**src/rtl/uer_pkg.sv**
```systemverilog
// Types and constants for the ultrasonic echo ranger.
package uer_pkg;

   typedef enum logic [2:0] {
      PH_IDLE,
      PH_SETUP,
      PH_PULSE,
      PH_WAIT,
      PH_MEAS
   } phase_type;

   localparam logic [1:0] ST_OK      = 2'd0;
   localparam logic [1:0] ST_NO_ECHO = 2'd1;
   localparam logic [1:0] ST_OVER    = 2'd2;

   localparam logic [13:0] WIDTH_MAX = 14'h3FFF;

   localparam int CSR_INDEX_W = 3;
   localparam int CSR_DATA_W  = 16;

   localparam logic [CSR_INDEX_W-1:0] CSR_SETUP_LOW  = 3'd0;
   localparam logic [CSR_INDEX_W-1:0] CSR_PULSE_HIGH = 3'd1;
   localparam logic [CSR_INDEX_W-1:0] CSR_WAIT_LIMIT = 3'd2;
   localparam logic [CSR_INDEX_W-1:0] CSR_MAX_TICKS  = 3'd3;
   localparam logic [CSR_INDEX_W-1:0] CSR_MAX_RANGE  = 3'd4;
   localparam logic [CSR_INDEX_W-1:0] CSR_SCALE      = 3'd5;

   typedef struct packed {
      logic start_req;
      logic echo_level;
   } req_word_type;

   typedef struct packed {
      logic        trigger_level;
      logic        done_res;
      logic [15:0] distance;
      logic [1:0]  status;
      logic        busy_res;
   } rsp_word_type;

   typedef struct packed {
      logic [7:0]  setup_low_ticks;
      logic [7:0]  pulse_high_ticks;
      logic [15:0] echo_wait_limit;
      logic [13:0] echo_max_ticks;
      logic [7:0]  max_range_cm;
      logic [15:0] cm_per_tick_scale;
   } cfg_type;

   typedef struct packed {
      phase_type   phase;
      logic [15:0] tick_count;
      logic [13:0] echo_width;
   } state_type;

endpackage

```
**src/rtl/uer_step.sv**
```systemverilog
// One tick of the ranging sequencer: next state and the result word.
module uer_step
   import uer_pkg::*;
(
   input  cfg_type      cfg,
   input  state_type    cur,
   input  req_word_type word,
   output state_type    nxt,
   output rsp_word_type rsp
);

   logic [15:0] cap;
   logic [29:0] prod;
   logic [30:0] rounded;
   logic [22:0] dist_full;
   logic [15:0] dist_ok;
   logic        done;
   logic [15:0] dist_sel;
   logic [1:0]  stat;
   logic [15:0] tick_inc;

   assign cap       = {cfg.max_range_cm, 8'h00};
   assign prod      = 30'(cur.echo_width) * 30'(cfg.cm_per_tick_scale);
   assign rounded   = 31'(prod) + 31'd128;
   assign dist_full = rounded[30:8];
   assign dist_ok   = (dist_full > 23'(cap)) ? cap : dist_full[15:0];
   assign tick_inc  = cur.tick_count + 16'd1;

   always_comb begin
      nxt      = cur;
      done     = 1'b0;
      dist_sel = '0;
      stat     = ST_OK;
      unique case (cur.phase)
         PH_IDLE: begin
            if (word.start_req) begin
               nxt.phase      = (cfg.setup_low_ticks == 8'd0) ? PH_PULSE : PH_SETUP;
               nxt.tick_count = 16'd1;
               nxt.echo_width = '0;
            end
         end
         PH_SETUP: begin
            if (cur.tick_count >= 16'(cfg.setup_low_ticks)) begin
               nxt.phase      = PH_PULSE;
               nxt.tick_count = 16'd1;
            end else begin
               nxt.tick_count = tick_inc;
            end
         end
         PH_PULSE: begin
            // a pulse length of zero behaves the same as a length of one
            if (cur.tick_count >= 16'(cfg.pulse_high_ticks)) begin
               nxt.phase      = PH_WAIT;
               nxt.tick_count = '0;
            end else begin
               nxt.tick_count = tick_inc;
            end
         end
         PH_WAIT: begin
            if (word.echo_level) begin
               nxt.phase      = PH_MEAS;
               nxt.echo_width = 14'd1;
            end else if (cur.tick_count >= cfg.echo_wait_limit) begin
               done      = 1'b1;
               stat      = ST_NO_ECHO;
               nxt.phase = PH_IDLE;
            end else begin
               nxt.tick_count = tick_inc;
            end
         end
         PH_MEAS: begin
            if (word.echo_level) begin
               if (cur.echo_width > cfg.echo_max_ticks || cur.echo_width == WIDTH_MAX) begin
                  done      = 1'b1;
                  stat      = ST_OVER;
                  dist_sel  = cap;
                  nxt.phase = PH_IDLE;
               end else begin
                  nxt.echo_width = cur.echo_width + 14'd1;
               end
            end else begin
               done      = 1'b1;
               stat      = ST_OK;
               dist_sel  = dist_ok;
               nxt.phase = PH_IDLE;
            end
         end
         default: begin
            nxt.phase = PH_IDLE;
         end
      endcase
   end

   always_comb begin
      rsp.trigger_level = (nxt.phase == PH_PULSE);
      rsp.done_res      = done;
      rsp.distance      = dist_sel;
      rsp.status        = stat;
      rsp.busy_res      = (nxt.phase != PH_IDLE);
   end

endmodule

```
**src/rtl/ultrasonic_echo_ranger_top.sv**
```systemverilog
// Ultrasonic echo ranger top level: input register, sequencer step, result register.
// A word accepted into the input register is stepped into the result register.
// Throughput: one word per cycle unless rsp_stall; the limit is the sequencer step
// with its 14x16 width-by-scale multiply between the input and result registers.
// Reset (synchronous, active high) returns to idle, empties both registers and
// loads the configuration defaults.
module ultrasonic_echo_ranger_top
   import uer_pkg::*;
(
   input  logic                   clock,
   input  logic                   reset,
   input  logic                   req_valid,
   output logic                   req_stall,
   input  req_word_type           req_word,
   output logic                   rsp_valid,
   input  logic                   rsp_stall,
   output rsp_word_type           rsp_word,
   input  logic                   csr_valid,
   output logic                   csr_ready,
   input  logic [CSR_INDEX_W-1:0] csr_index,
   input  logic [CSR_DATA_W-1:0]  csr_data
);

   logic         s1_valid_ff, s1_valid_in;
   req_word_type s1_word_ff;
   logic         out_valid_ff, out_valid_in;
   rsp_word_type out_word_ff;
   state_type    state_ff, state_in;
   rsp_word_type step_rsp;
   cfg_type      cfg_ff, cfg_in;
   logic         advance;
   logic         accept;

   assign advance   = s1_valid_ff && (!out_valid_ff || !rsp_stall);
   assign req_stall = s1_valid_ff && !advance;
   assign accept    = req_valid && !req_stall;
   assign csr_ready = 1'b1;
   assign rsp_valid = out_valid_ff;
   assign rsp_word  = out_word_ff;

   uer_step u_step (
      .cfg  (cfg_ff),
      .cur  (state_ff),
      .word (s1_word_ff),
      .nxt  (state_in),
      .rsp  (step_rsp)
   );

   always_comb begin
      if (accept) begin
         s1_valid_in = 1'b1;
      end else if (advance) begin
         s1_valid_in = 1'b0;
      end else begin
         s1_valid_in = s1_valid_ff;
      end
      if (advance) begin
         out_valid_in = 1'b1;
      end else if (rsp_stall) begin
         out_valid_in = out_valid_ff;
      end else begin
         out_valid_in = 1'b0;
      end
   end

   always_comb begin
      cfg_in = cfg_ff;
      if (csr_valid && csr_ready) begin
         unique case (csr_index)
            CSR_SETUP_LOW:  cfg_in.setup_low_ticks   = csr_data[7:0];
            CSR_PULSE_HIGH: cfg_in.pulse_high_ticks  = csr_data[7:0];
            CSR_WAIT_LIMIT: cfg_in.echo_wait_limit   = csr_data;
            CSR_MAX_TICKS:  cfg_in.echo_max_ticks    = csr_data[13:0];
            CSR_MAX_RANGE:  cfg_in.max_range_cm      = csr_data[7:0];
            CSR_SCALE:      cfg_in.cm_per_tick_scale = csr_data;
            default:        cfg_in = cfg_ff;
         endcase
      end
   end

   always_ff @(posedge clock) begin
      if (reset) begin
         s1_valid_ff             <= 1'b0;
         out_valid_ff            <= 1'b0;
         state_ff.phase          <= PH_IDLE;
         state_ff.tick_count     <= '0;
         state_ff.echo_width     <= '0;
         cfg_ff.setup_low_ticks   <= 8'd2;
         cfg_ff.pulse_high_ticks  <= 8'd10;
         cfg_ff.echo_wait_limit   <= 16'd50000;
         cfg_ff.echo_max_ticks    <= 14'd10000;
         cfg_ff.max_range_cm      <= 8'd200;
         cfg_ff.cm_per_tick_scale <= 16'd1126;
      end else begin
         s1_valid_ff  <= s1_valid_in;
         out_valid_ff <= out_valid_in;
         cfg_ff       <= cfg_in;
         if (advance) begin
            state_ff <= state_in;
         end
      end
   end

   always_ff @(posedge clock) begin
      if (accept) begin
         s1_word_ff <= req_word;
      end
      if (advance) begin
         out_word_ff <= step_rsp;
      end
   end

endmodule

```
**config.mk**
```make
export PLATFORM = sky130hd
export DESIGN_NAME = ultrasonic_echo_ranger_top
export DESIGN_NICKNAME = d
export VERILOG_FILES = /design/src/rtl/uer_pkg.sv /design/src/rtl/uer_step.sv /design/src/rtl/ultrasonic_echo_ranger_top.sv
export SDC_FILE = /design/constraint.sdc
export NUM_CORES = 1
export LEC_CHECK = 0
export BUFFER_PORTS_ARGS = -buffer_cell sky130_fd_sc_hd__buf_2
export CAP_MARGIN = 25
export CORE_MARGIN = 1.5
export CORE_UTILIZATION = 40
export DETAILED_ROUTE_END_ITERATION = 10
export PLACE_DENSITY = 0.55
export SETUP_SLACK_MARGIN = 0.2
export SLEW_MARGIN = 20
export SYNTH_ARGS = -nofsm -noshare
export SYNTH_HDL_FRONTEND = slang
export SYNTH_SLANG_ARGS = --single-unit
```
**constraint.sdc**
```tcl
create_clock -name clock -period 7.7 [get_ports clock]
set_clock_uncertainty 0.15 [all_clocks]
set_input_delay 0.385 -clock clock [delete_from_list [all_inputs] [get_ports clock]]
set_output_delay 0.385 -clock clock [all_outputs]
set_load 0.01 [all_outputs]
```
==> metrics.md <==
| Metric | Value |
|---|---|
| Worst skew pair latency | `between 400 and 500 ps` |
| RSZ-0062 raised after global routing | `false` |
| Worst Tran Pin Value | `962 ps` |
| Synth cell types | `84` |
| Area delta synth->final | `13.3%` |
| Reg2reg setup slack | `440 ps` |
| Max Cap Viol | `0` |
| Async S/R FF share, synth | `0` |
| Seq cells post-synth | `128` |
| Via-per-instance ratio | `5.28` |
| Remaining global-route overflow | `0` |
| Slew Viols, Final | `0` |
| CP startpoint kind | `flop` |
| Worst Setup EP | `rsp_word[18]$_SDFFCE_PP0P_` |
| Crit end category | `flop` |
| CP Max Fanout | `8` |
| TritonCTS sink count | `128` |
| Maximum clock rate | `0.138 GHz` |
| Share of layout cells above drive strength 1 | `0.134` |
| Ys Warns | `0` |
| Die X | `just under 200 microns` |
| R2R Path End | `rsp_word[18]$_SDFFCE_PP0P_` |
| Initial antenna violation count | `0` |
| Sequential element share of the synthesized area | `0.191` |
| Synth top area cells | `fa_1, dfxtp_1, ha_1, nand2_1, inv_1` |
| Post-Syn Area | `approximately 15,000 sq um` |
| Failing checks | `DRC` |
| Syn_area_per_cell | `8.55 sq um` |
| Post-route setup slack | `439 ps` |
| Net count after synthesis | `roughly 2,100` |
| CTS tree | `yes` |
| Core box area | `roughly 36,000 sq um` |
| Worst reg2reg path depth | `28` |
| Syn Inst Count | `1,707` |
| DP Wirelength | `between 30 and 40 mm` |
| Nets@finish | `2,107` |
| CP required | `7740 ps` |
| Status | `finished, violations left` |
| Crit-path slowest cell | `fa_2` |
| Num CTS Buffers | `17` |
| Vert. Die Dim | `194 microns` |
| Drt drc | `1` |
| Crit Path Class | `flop to flop` |
| Die area | `37,600 sq um` |
| First-pass GRT wire length | `65.1 mm` |
| Top cell type's share of synthesized area | `0.229` |
| Min Tclk post-route | `7260 ps` |
| Vias post-DR | `11,753` |
| Worst IR Drop VDD | `about 0.18 mV` |
| RR Startpoint | `state_ff[4]$_SDFFE_PP0P_` |
| CP Data Arrival Time | `7300 ps` |
| Root Buffer Master | `clkbuf_16` |
| Leakage | `about 7.7 nW` |
| Post-synth EDFFs | `23` |
| WL/cell | `18.3 microns` |
| Worst path most repeated cell | `fa_1` |
| Most common cell in the synthesized netlist | `nand2_1` |
| Clock transition at the registers of the reported paths | `~60 ps` |
| CTS Buffer Depth | `2` |
| Pre-CTS setup slack | `-23.0 ps` |
| Iter 0 DRT Violations | `~750` |
| Hold slack | `29.3 ps` |
| H-tree depth | `4` |
| Hold WC Path Type | `input pin to flop` |
| Relative slew margins | `0.354` |
| Routed Antenna Nets | `0` |
| Hold Violations, Final | `0` |
| Drt first pass iters | `8` |
| Period utilization | `0.943` |
| Rows | `69` |
| Ys flop type | `dfxtp_1` |
| Final RePlAce weighted congestion | `0.873` |
| Crit path from | `state_ff[4]$_SDFFE_PP0P_` |
| Cell Pwr Density | `100 nW/um^2` |
| Total track usage | `0.220` |
| DRT Wirelength | `about 41 mm` |
| N_diodes | `0` |
| # IOs | `50` |
| Largest stage delay, worst path | `560 ps` |
| Vias in the first global route | `11,885` |
| Setup violators final | `0` |
| Starting Density | `0.408` |
| Leading area contributor after synthesis | `fa_1` |
| Largest net degree at the start of global routing | `71` |
| Most frequent cells after synthesis | `nand2_1, inv_1, fa_1, ha_1, and2_1` |
| IO Port Bufs | `48` |
timing repair:
item	4_1_cts	5_1_grt
endpoints found under the setup margin	16	16
pin swaps	2	58
resized for setup	13	84
hold buffers	2	0
setup buffers	1	13
cloned	0	1
hold endpoints to repair	2	0
cell usage in the layout (no fill, tap or decap), types with 6 or more instances in the layout:
cell       synthesis  routed
buf_2              6      47
a211o_1           10      10
nand2b_1           6       6
xnor2_1           25      22
a211oi_1           9       8
ha_1             162     154
and2_4             1       6
o21ai_0           18      16
nor2_1            48      47
a21o_1            25      25
nand2_1          286     285
mux2i_1            9       9
nor3_1            32      31
nand3_1           28      28
inv_1            256     253
and2_1           123     118
clkbuf_16          0      19
dfxtp_1          105      81
dfxtp_2            0      17
buf_4              1      52
buf_6              1       8
ha_4               0       8
a21oi_2            2       8
or3_1             17      17
a21oi_1          101      94
nand3b_1          15      15
nand4_1           14      14
dfxtp_4            0       7
fa_1             167     163
nor2b_1           10       9
and3_1             7       7
o21a_1            13      13
edfxtp_1          23      23
o32ai_1            9       9
metal layers:
metal	part of all wire	GRT usage
met1	0.46	0.293
met2	0.49	0.372
met3	0.034	0.0268
met4	0.023	0.0674
met5	0	0
stage by stage:
step / utilization / TNS, ps / power, W / cells / area, sq um
floorplan: - / 0 / 0.000805 / 1707 / 14600
global placement: 0.432 / 0 / 0.000861 / 2176 / 15400
detailed placement: 0.432 / -113 / 0.000864 / 2177 / 15400
CTS: 0.450 / 0 / 0.00166 / 2211 / 16100
global route: 0.462 / 0 / 0.00172 / 2225 / 16500
finish: 0.462 / 0 / 0.00166 / 2225 / 16500
sequential cells by signal, indices dropped and copies added (netlist names):
| register | flops |
|---|---|
| s1_word_ff | 2 |
| rsp_valid | 1 |
| rsp_word | 21 |
| state_ff | 33 |
| s1_valid_ff | 1 |
| cfg_ff | 70 |
worst max-delay path: cells and delay by family (launching register included):
kind                     cells  cell delay, ps
AO/OA/AOI/OAI                5            1040
adder cells (fa/ha/maj)      8            3590
multiplexers                 1             110
buffers and inverters        6             560
XOR/XNOR                     1             160
flip-flops                   1             360
AND/OR/NAND/NOR              7            1050
area by class of cell:
cell class	instances	area (sq um)
clock buffers	20	468
clock inverters	11	105
fillers	3536	19200
flip-flops and latches	128	2840
well taps	461	577
multi-input cells	1235	10800
repair buffers	114	826
inverters	256	961
cell families after synthesis:
| logic type | count (synthesis) | share of synthesized area |
|---|---|---|
| mux | 11 | 0.00772 |
| xor+xnor | 31 | 0.0186 |
| buf+inv | 344 | 0.0898 |
| fa+ha+maj | 329 | 0.368 |
| other cells | 1 | 0.000257 |
| compound gates | 246 | 0.116 |
| flops | 128 | 0.191 |
| simple gates | 617 | 0.209 |
how the worst min path moves through the flow:
stage | start | end | slack, ps | cells past startpoint
after floorplan | cfg_ff[25]$_SDFFE_PP0P_ | cfg_ff[25]$_SDFFE_PP0P_ | 290 | 2
after global placement | cfg_ff[61]$_SDFFE_PP0P_ | cfg_ff[61]$_SDFFE_PP0P_ | 290 | 2
after detailed placement | cfg_ff[29]$_SDFFE_PP0P_ | cfg_ff[29]$_SDFFE_PP0P_ | 300 | 2
after CTS | req_valid | s1_valid_ff$_SDFFE_PP0P_ | 20 | 3
after global routing | req_valid | s1_valid_ff$_SDFFE_PP0P_ | 20 | 3
final | req_valid | s1_valid_ff$_SDFFE_PP0P_ | 30 | 3
power by group:
group / switching [W] / total [W] / internal (W)
registers: 0.0000166 / 0.000712 / 0.000696
clock network: 0.000329 / 0.000801 / 0.000471
logic: 0.0000920 / 0.000142 / 0.0000500
total: 0.000438 / 0.00166 / 0.00122
Note: power is estimated with default switching activity, not from simulation.
